--- src/hw/rtl/rsg_pkg.sv ---
// ----------------------------------------------------------------------------
// rsg_pkg
// Shared types and codes for the run stability gate.
// ----------------------------------------------------------------------------
package rsg_pkg;

  localparam int unsigned DataW = 32;
  localparam int unsigned AddrW = 3;
  localparam int unsigned WordW = 64;

  typedef enum logic [1:0] {
    CMD_OBSERVE = 2'd0,
    CMD_ARM     = 2'd1,
    CMD_CANCEL  = 2'd2
  } cmd_e;

  typedef enum logic [1:0] {
    OBS_NONE      = 2'd0,
    OBS_CANCELLED = 2'd1,
    OBS_RESET     = 2'd2,
    OBS_READY     = 2'd3
  } obs_e;

  typedef enum logic [0:0] {
    REG_REQUIRED_RUN_TIME = 1'b0
  } reg_idx_e;

  typedef struct packed {
    logic [1:0]       command;
    logic [WordW-1:0] link_generation;
    logic             renderer_on;
    logic [WordW-1:0] renderer_tag;
    logic [WordW-1:0] now_time;
  } item_t;

endpackage

--- src/hw/rtl/rsg_apb_regs.sv ---
// ----------------------------------------------------------------------------
// rsg_apb_regs
// Configuration register file behind the APB-style port.
// ----------------------------------------------------------------------------
module rsg_apb_regs (
  input  logic                       clk_i,
  input  logic                       rst_ni,
  input  logic                       psel,
  input  logic                       penable,
  input  logic                       pwrite,
  input  logic [rsg_pkg::AddrW-1:0]  paddr,
  input  logic [rsg_pkg::DataW-1:0]  pwdata,
  output logic [rsg_pkg::DataW-1:0]  prdata,
  output logic                       pready,
  output logic [rsg_pkg::DataW-1:0]  required_run_time_o
);

  logic [rsg_pkg::DataW-1:0] run_time_q;
  logic                      hit;

  assign hit    = (paddr[2] == rsg_pkg::REG_REQUIRED_RUN_TIME);
  assign pready = 1'b1;
  assign prdata = hit ? run_time_q : '0;
  assign required_run_time_o = run_time_q;

  always_ff @(posedge clk_i or negedge rst_ni) begin
    if (!rst_ni) begin
      run_time_q <= '0;
    end else if (psel && penable && pwrite && hit) begin
      run_time_q <= pwdata;
    end
  end

endmodule

--- src/hw/rtl/rsg_gate.sv ---
// ----------------------------------------------------------------------------
// rsg_gate
// Gate state and the decision logic applied to one registered transaction.
// ----------------------------------------------------------------------------
module rsg_gate (
  input  logic                       clk_i,
  input  logic                       rst_ni,
  input  logic                       fire_i,
  input  rsg_pkg::item_t             item_i,
  input  logic [rsg_pkg::DataW-1:0]  required_run_time_i,
  output rsg_pkg::obs_e              obs_o
);

  logic                      pending_q, pending_d;
  logic                      observing_q, observing_d;
  logic [rsg_pkg::WordW-1:0] armed_gen_q, armed_gen_d;
  logic [rsg_pkg::WordW-1:0] epoch_q, epoch_d;
  logic [rsg_pkg::WordW-1:0] since_q, since_d;
  logic [rsg_pkg::WordW-1:0] elapsed;
  logic                      short_run;
  rsg_pkg::obs_e             obs;

  assign elapsed   = item_i.now_time - since_q;
  assign short_run = elapsed < {{(rsg_pkg::WordW-rsg_pkg::DataW){1'b0}}, required_run_time_i};

  always_comb begin
    pending_d   = pending_q;
    observing_d = observing_q;
    armed_gen_d = armed_gen_q;
    epoch_d     = epoch_q;
    since_d     = since_q;
    obs         = rsg_pkg::OBS_NONE;
    case (rsg_pkg::cmd_e'(item_i.command))
      rsg_pkg::CMD_OBSERVE: begin
        if (pending_q) begin
          if (item_i.link_generation != armed_gen_q) begin
            pending_d   = 1'b0;
            observing_d = 1'b0;
            armed_gen_d = '0;
            epoch_d     = '0;
            since_d     = '0;
            obs         = rsg_pkg::OBS_CANCELLED;
          end else if (!item_i.renderer_on) begin
            if (observing_q) begin
              observing_d = 1'b0;
              epoch_d     = '0;
              since_d     = '0;
              obs         = rsg_pkg::OBS_RESET;
            end
          end else if (!observing_q) begin
            observing_d = 1'b1;
            epoch_d     = item_i.renderer_tag;
            since_d     = item_i.now_time;
          end else if ((item_i.renderer_tag != epoch_q) || (item_i.now_time < since_q)) begin
            epoch_d = item_i.renderer_tag;
            since_d = item_i.now_time;
            obs     = rsg_pkg::OBS_RESET;
          end else if (!short_run) begin
            pending_d   = 1'b0;
            observing_d = 1'b0;
            obs         = rsg_pkg::OBS_READY;
          end
        end
      end
      rsg_pkg::CMD_ARM: begin
        pending_d   = 1'b1;
        armed_gen_d = item_i.link_generation;
        observing_d = item_i.renderer_on;
        epoch_d     = item_i.renderer_on ? item_i.renderer_tag : '0;
        since_d     = item_i.renderer_on ? item_i.now_time : '0;
      end
      rsg_pkg::CMD_CANCEL: begin
        pending_d   = 1'b0;
        observing_d = 1'b0;
        armed_gen_d = '0;
        epoch_d     = '0;
        since_d     = '0;
      end
      default: begin
        obs = rsg_pkg::OBS_NONE;
      end
    endcase
  end

  assign obs_o = obs;

  always_ff @(posedge clk_i or negedge rst_ni) begin
    if (!rst_ni) begin
      pending_q   <= 1'b0;
      observing_q <= 1'b0;
      armed_gen_q <= '0;
      epoch_q     <= '0;
      since_q     <= '0;
    end else if (fire_i) begin
      pending_q   <= pending_d;
      observing_q <= observing_d;
      armed_gen_q <= armed_gen_d;
      epoch_q     <= epoch_d;
      since_q     <= since_d;
    end
  end

endmodule

--- src/hw/rtl/run_stability_gate_core.sv ---
// ----------------------------------------------------------------------------
// run_stability_gate_core
// Stability gate that reports when a renderer has run without a break.
//
// Each input transaction carries a command (observe, arm or cancel) with the
// link generation, renderer state, renderer epoch and time in milliseconds.
// Every input transaction yields exactly one output transaction carrying the
// observation code, in order. The input is captured in an input register,
// the gate logic evaluates it against the stored state, and the answer is
// captured in an output register. One transaction is accepted every cycle
// while the output is not stalled. When the receiver stalls, the output
// register holds its transaction and the input register fills; the input
// stall then rises until the output is taken. The user must write the
// required run time through the APB-style port only while the block is
// idle; the block itself does not enforce this. Reset clears the gate state,
// the run time register and the valid flags of both pipeline registers.
// ----------------------------------------------------------------------------
module run_stability_gate_core (
  input  logic                       clk_i,
  input  logic                       rst_ni,
  input  logic                       psel,
  input  logic                       penable,
  input  logic                       pwrite,
  input  logic [rsg_pkg::AddrW-1:0]  paddr,
  input  logic [rsg_pkg::DataW-1:0]  pwdata,
  output logic [rsg_pkg::DataW-1:0]  prdata,
  output logic                       pready,
  input  logic                       in_valid_i,
  output logic                       in_stall_o,
  input  logic [1:0]                 command_i,
  input  logic [rsg_pkg::WordW-1:0]  link_generation_i,
  input  logic                       renderer_on_i,
  input  logic [rsg_pkg::WordW-1:0]  renderer_tag_i,
  input  logic [rsg_pkg::WordW-1:0]  now_time_i,
  output logic                       out_valid_o,
  input  logic                       out_stall_i,
  output logic [1:0]                 observation_o
);

  logic [rsg_pkg::DataW-1:0] run_time;
  logic                      in_valid_q;
  rsg_pkg::item_t            item_q;
  logic                      out_valid_q;
  rsg_pkg::obs_e             obs_q;
  rsg_pkg::obs_e             obs;
  logic                      advance;
  logic                      in_take;

  assign advance    = !out_valid_q || !out_stall_i;
  assign in_stall_o = in_valid_q && !advance;
  assign in_take    = in_valid_i && !in_stall_o;

  rsg_apb_regs u_regs (
    .clk_i               (clk_i),
    .rst_ni              (rst_ni),
    .psel                (psel),
    .penable             (penable),
    .pwrite              (pwrite),
    .paddr               (paddr),
    .pwdata              (pwdata),
    .prdata              (prdata),
    .pready              (pready),
    .required_run_time_o (run_time)
  );

  rsg_gate u_gate (
    .clk_i               (clk_i),
    .rst_ni              (rst_ni),
    .fire_i              (in_valid_q && advance),
    .item_i              (item_q),
    .required_run_time_i (run_time),
    .obs_o               (obs)
  );

  always_ff @(posedge clk_i or negedge rst_ni) begin
    if (!rst_ni) begin
      in_valid_q <= 1'b0;
    end else if (advance || !in_valid_q) begin
      in_valid_q <= in_valid_i;
    end
  end

  always_ff @(posedge clk_i) begin
    if (in_take) begin
      item_q.command         <= command_i;
      item_q.link_generation <= link_generation_i;
      item_q.renderer_on     <= renderer_on_i;
      item_q.renderer_tag    <= renderer_tag_i;
      item_q.now_time        <= now_time_i;
    end
  end

  always_ff @(posedge clk_i or negedge rst_ni) begin
    if (!rst_ni) begin
      out_valid_q <= 1'b0;
    end else if (advance) begin
      out_valid_q <= in_valid_q;
    end
  end

  always_ff @(posedge clk_i) begin
    if (advance && in_valid_q) begin
      obs_q <= obs;
    end
  end

  assign out_valid_o   = out_valid_q;
  assign observation_o = obs_q;

endmodule

--- config.mk ---
export PLATFORM = sky130hd
export DESIGN_NAME = run_stability_gate_core
export DESIGN_NICKNAME = d
export VERILOG_FILES = /design/src/hw/rtl/rsg_pkg.sv /design/src/hw/rtl/rsg_apb_regs.sv /design/src/hw/rtl/rsg_gate.sv /design/src/hw/rtl/run_stability_gate_core.sv
export SDC_FILE = /design/constraint.sdc
export NUM_CORES = 1
export LEC_CHECK = 0
export BUFFER_PORTS_ARGS = -buffer_cell sky130_fd_sc_hd__buf_2
export CAP_MARGIN = 20
export CORE_MARGIN = 4
export CORE_UTILIZATION = 55
export DETAILED_ROUTE_END_ITERATION = 7
export PLACE_DENSITY = 0.76
export SYNTH_ARGS = -nofsm -noshare
export SYNTH_HDL_FRONTEND = slang
export SYNTH_SLANG_ARGS = --single-unit
--- constraint.sdc ---
create_clock -name clk_i -period 6.45 [get_ports clk_i]
set_input_delay 0.3225 -clock clk_i [delete_from_list [all_inputs] [get_ports clk_i]]
set_output_delay 0.3225 -clock clk_i [all_outputs]
set_load 0.01 [all_outputs]
---- Yosys cells after proc, flatten, opt, wreduce, memory -nomap -nowiden ----
Cells that the tools add are included.
storage, ports and cells
  output and inout bits ................... 37
  memory bits (writable) .................. 0
  latch bits .............................. 0
  register bits ........................... 425
  logic and storage cells ................. 87
  input port bits ......................... 237
  memory bits (read-only) ................. 0
  memories kept ........................... 0
operators by class
  equal/unequal tests ..................... 8
  bitwise logic cells ..................... 3
  reductions and logical operators ........ 22
  muxes and demuxes ....................... 36
  div/mod/pow operators ................... 0
  shift-type cells ........................ 0
  multipliers ............................. 0
  $lt $le $gt $ge ......................... 2
  add/subtract/negate cells ............... 1
operator list
  kind                count
  $mux 64             15
  $pmux 64 s3         3
  $ne 64x64->1        2
  $lt 64x32->1        1
  $lt 64x64->1        1
  $sub 64x64->64      1
  $mux 32             1
  $mux 1              10
  $mux 2              5
  $logic_and 1x1->1   6
  $pmux 1 s3          2
  $logic_not 1->1     5
  $ne 5x5->1 const B  1
  $reduce_and 5->1    1
  $ne 2x1->1 const B  2
  $ne 4x2->1 const B  1
  $reduce_and 2->1    2
  $reduce_and 4->1    1
  $logic_or 1x1->1    3
  $not 1->1           3
  $reduce_and 3->1    1
  $reduce_bool 3->1   1
  $reduce_or 3->1     1
  $eq 2x1->1 const B  1
  2 further kinds     2

---- Longest topological paths before layout ----
  depth after elaboration ................. 9
  mapped depth ............................ 25
  mapped depth without buffers ............ 24

---- By module ----
Synthesis repeated with hierarchy kept, for this count alone.
second synthesis, totals
  cells, all modules ...................... 2,141
  area, all modules ....................... 22,699.3 µm²
by module, submodules not included
  module                   cells an instance  times used  area each (µm²)  sequential area each (µm²)
  rsg_gate                 1,831              1           15,137.0         4,854.7
  run_stability_gate_core  205                1           6,008.3          5,965.7
  rsg_apb_regs             105                1           1,554.0          800.8

---- Least setup slack after synthesis ----
Ideal clock, no wire load.
  path type ............................... register -> register
  start ................................... reg out_valid_q (netlist: out_valid_o)
  end ..................................... reg item_q[0] in the netlist's numbering (enable)
  data arrival time ....................... 4.986 ns
  slack ................................... 0.885 ns
  stages on the path, launching flop included .. 3
  period minus slack after synthesis ...... 5.565 ns
  path through ............................ dfrtp_1 nand3_1 and2_1
between the ends
  word-level cells in the longest chain between the ends .. 6
RTL lines
  what                      RTL line                       text
  start: declaration        run_stability_gate_core.sv:43  logic out_valid_q;
  start signal: assignment  run_stability_gate_core.sv:97  out_valid_q <= in_valid_q;
  $logic_not 1->1           run_stability_gate_core.sv:49  assign advance = !out_valid_q || !out_stall_i;
  $logic_or 1x1->1          run_stability_gate_core.sv:49
  $logic_not 1->1           run_stability_gate_core.sv:50  assign in_stall_o = in_valid_q && !advance;
  $logic_and 1x1->1         run_stability_gate_core.sv:50
  $logic_not 1->1           run_stability_gate_core.sv:51  assign in_take = in_valid_i && !in_stall_o;
  $logic_and 1x1->1         run_stability_gate_core.sv:51
  net in_take               run_stability_gate_core.sv:47  logic in_take;
  end: declaration          run_stability_gate_core.sv:42  rsg_pkg::item_t item_q;
The timed path passes the listed nets, and every way through them passes these cells.
A chain may end at the register's enable or synchronous reset.

---- Final worst setup path ----
  start ................................... reg item_q[7] in the netlist's numbering
  end ..................................... reg obs_q[0] (netlist: observation_o[0]) (data pin)
between the ends
  word-level cells in the longest chain between the ends .. 7
RTL lines
  what                    RTL line                        text
  $sub 64x64->64          rsg_gate.sv:23                  assign elapsed = item_i.now_time - since_q;
  $lt 64x32->1            rsg_gate.sv:24                  assign short_run = elapsed < {{(rsg_pkg::WordW-rsg_pkg::DataW){1'b0}}, required_run_time_i};
  $mux 2                  rsg_gate.sv:58                  end else if (!short_run) begin
  $mux 2 *                rsg_gate.sv:54                  end else if ((item_i.renderer_tag != epoch_q) || (item_i.now_time < since_q)) begin
  $mux 2 *                rsg_gate.sv:50                  end else if (!observing_q) begin
  $mux 2 *                rsg_gate.sv:43                  end else if (!item_i.renderer_on) begin
  $mux 1 *                rsg_gate.sv:36                  if (item_i.link_generation != armed_gen_q) begin
  end signal: assignment  run_stability_gate_core.sv:103  obs_q <= obs;
  end: declaration        run_stability_gate_core.sv:44   rsg_pkg::obs_e obs_q;
Mark *: on every way between the ends. The rest lies on a longest branch, timed or not.

==> metrics.md <==
| Metric | Value |
|---|---|
| Ys Warns | 0 |
| Number of global-route vias before repair | between 15000 and 20000 |
| P_leak | about 11 nW |
| Clk root buf | clkbuf_16 |
| Post-synth top area cell | edfxtp_1 |
| Vias | ~18000 |
| CTS resizes | 0 |
| Floorplan Core Area | 39800 µm² |
| Fin crit period | 6.06 ns |
| Yosys top cell area share | a little over a quarter |
| Required @ worst endpoint | about 6.8 ns |
| Commonest cells after routing, fill and taps aside | nand2_1, buf_2, dlygate4sd3_1, dfrtp_1, o21ai_0 |
| Worst Setup End Kind | flip-flop |
| # port buffers | between 200 and 300 |
| Worst Path Arrival | ~6.4 ns |
| Worst Hold Class | in2async |
| Initial DRT Pass Iterations | 5 |
| WL final | between 60000 and 70000 µm |
| TritonCTS Buffers | between 40 and 50 |
| Area growth syn-to-layout | 24.9% |
| Via density | between 5 and 6 |
| Num ports | ~270 |
| Placer Congestion | approximately 0.93 |
| Initial DRC count | roughly 1400 |
| Global-route track usage on met3 | ~5.2% |
| Grt total ovfl | 0 |
| Worst skew pair latency | about 0.60 ns |
| Commonest non-fill, non-tap cell in the layout | nand2_1 |
| Synthesized net count | roughly 2600 |
| Rel. slew slack | between 30% and 40% |
| Clk sinks | about 430 |
| Post-route cell area | approximately 28000 µm² |
| PD cells | 260 nW/µm² |
| Final Setup Violations | 0 |
| Total GRT Usage | between 20% and 30% |
| EDFF count, synth | 197 |
| Routing usage on met1 | between 30% and 40% |
| Setup CP Type | reg2reg |
| Clock tree buffer depth | 3 |
| Status | complete, no violations |
| Hold Violations, Final | 0 |
| Post-synthesis async set-or-reset flop share | a little over half |
| Top Usage Layer GRT | met2 |
| Clock skew | ~0.037 ns |
| Placed Area | 23900 µm² |
| Syn Area/Cell | roughly 9.9 µm² |
| CTS tree | done |
| Peak supply drop | ~0.27 mV |
| Gate count of the mapped netlist | around 2200 |
| Worst-margin pin slew | just over 1 ns |
| Setup crit start kind | flip-flop |
| Hpwl dp | roughly 42000 µm |
| Post-route DRC violation count | 0 |
| Die area | about 44000 µm² |
| Synth area leaders | edfxtp_1, dfrtp_1, nand2_1 |
| Net count, final | 3040 |
| Synth unique cells | 79 |
| Die Width | between 200 and 250 µm |
| Global-route wire length before repair | slightly above 100000 µm |
| Ratio of cells with drive above 1 in the final layout | between 15 and 20% |
| Register area share after synthesis | a little over half |
| Worst-path fanout max | 9 |
| Met2 Usage GRT | 48.0% |
| Fmax | 165 MHz |
| Final period util | approximately 94% |
| Worst-path clk slew | approximately 0.06 ns |
| H-tree levels | 2 |
| RSZ-0062 raised after global routing | no |
| Row count | between 70 and 80 |
| Filler cell count | approximately 2800 |
| Mean routed wirelength per cell | between 15 and 20 µm |
| Antenna violations before repair | 5 |
| Initial cell density of the core | roughly 56% |
| Synth Register Bits | 425 |
| Setup_tns | 0 ns |
| Max-Cap Viols | 0 |
| Ys flop type | dfrtp_1 |
| Die Ht | around 210 µm |
| Largest net degree at the start of global routing | 131 |
| Post-Syn Area | 22200 µm² |
| Post-DRT Antenna Nets | 0 |
| Max Slew Vio Count | 0 |
critical path, cell delays in order (launching register included):
cell       delay, ns
edfxtp_1        0.41
ha_1            0.43
and3_1          0.25
a22o_1          0.22
o211ai_1        0.35
and2_1          0.21
nor2_1          0.06
nor2_1          0.18
o21ai_0         0.17
a21oi_1         0.29
o221ai_1        0.19
xor2_1          0.29
ha_1            0.31
a21oi_1         0.14
o221ai_1        0.12
a2111oi_0       0.46
nand4_1         0.15
or3_1           0.38
nor4_1          0.29
nand4b_1        0.16
nor4_1          0.29
buf_4           0.20
nand2_1         0.08
o2bb2ai_1       0.18
report_power, final:
part	total [mW]	internal [mW]	switching, mW
Combinational	1.47	0.592	0.883
Sequential	3.22	3.07	0.146
Clock	2.54	1.43	1.11
Total	7.23	5.10	2.13
sequential cells by signal, summed over array words and instances (netlist names):
signal                      count
observation_o                   2
in_valid_q                      1
u_gate.armed_gen_q             64
u_gate.since_q                 64
u_regs.required_run_time_o     32
u_gate.epoch_q                 64
u_gate.observing_q              1
u_gate.pending_q                1
out_valid_o                     1
item_q                        195
area by class of cell:
cell class,instances,area (µm²),area share (%)
Antenna cell,4,10.0,0.0360
Clock buffer,62,1270,4.58
Clock inverter,22,176,0.635
Tap cell,525,657,2.37
Inverter,120,450,1.62
Sequential cell,425,11600,41.8
Multi-Input combinational cell,1595,9710,35.0
Timing Repair Buffer,517,3880,14.0
cell families (layout without fill, tap and decap cells):
logic type / after synthesis / in the layout / synth area share (%)
AO/OA/AOI/OAI: 504 / 504 / 13.7
XOR/XNOR: 167 / 167 / 6.58
adder cells (fa/ha/maj): 99 / 99 / 5.61
buffers and inverters: 223 / 721 / 4.18
flip-flops: 425 / 425 / 52.3
multiplexers: 41 / 41 / 2.05
other: 1 / 5 / 0.0169
AND/OR/NAND/NOR: 783 / 783 / 15.6
metal layers:
metal,part of all wire (%),up-vias
met5,0.011,-
met4,3.2,2
met3,6.3,130
met2,49,640
met1,42,8857
li1,-,8798
per-stage QoR:
| step | hold slack [ns] | worst slack, ns | util (%) | instances | total power, mW |
|---|---|---|---|---|---|
| floorplan | 0.0269 | 0.885 | - | 2243 | 4.15 |
| global placement | 0.363 | 0.703 | 60.1 | 2948 | 4.53 |
| detailed placement | 0.370 | 0.440 | 60.1 | 2948 | 4.58 |
| CTS | 0.339 | 0.412 | 69.5 | 3262 | 7.22 |
| global route | 0.396 | 0.0389 | 69.7 | 3270 | 7.58 |
| finish | 0.344 | 0.391 | 69.7 | 3270 | 7.23 |
final timing paths:
check | start | end | cells after the start | slack (ns)
min in group clk_i | renderer_tag_i[36] | item_q[100] | 2 | 0.43
setup / recovery | item_q[7] | observation_o[0] | 23 | 0.39
hold / removal | rst_ni | u_regs.required_run_time_o[9] | 2 | 0.34
setup reg to reg | item_q[7] | observation_o[0] | 23 | 0.39
hold reg to reg | u_gate.since_q[58] | u_gate.since_q[58] | 2 | 0.48
max in group asynchronous | rst_ni | u_gate.armed_gen_q[48] | 3 | 4.77
repair_timing:
item | 4_1_cts | 5_1_grt
endpoints found under the setup margin | 0 | 1
hold endpoints to repair | 310 | 0
setup buffers | 0 | 1
hold buffers | 230 | 0
cell usage after synthesis, types with 5 or more instances:
cell type and n:
o21bai_1 8, or3_1 7, nand3_1 26, a21o_1 10, xnor2_1 67, nand2b_1 7, a2111oi_0 5, dfrtp_1 228
mux2i_1 5, inv_1 120, and3_1 9, o2111ai_1 9, o21a_1 23, a21oi_1 102, o21ai_2 28, a21boi_0 5
o211ai_1 10, and2_1 6, buf_6 6, ha_1 98, xor2_1 100, a31oi_1 17, clkbuf_1 75, nand4b_1 5
o21ai_0 215, edfxtp_1 197, buf_2 13, and4_1 9, nor2_1 101, nor4_1 33, nor2b_1 6, mux2_2 36
a211oi_1 10, o21ai_1 15, nor3_1 24, nand4_1 49, nand2_1 484
Power figures use the tool's default switching activity.
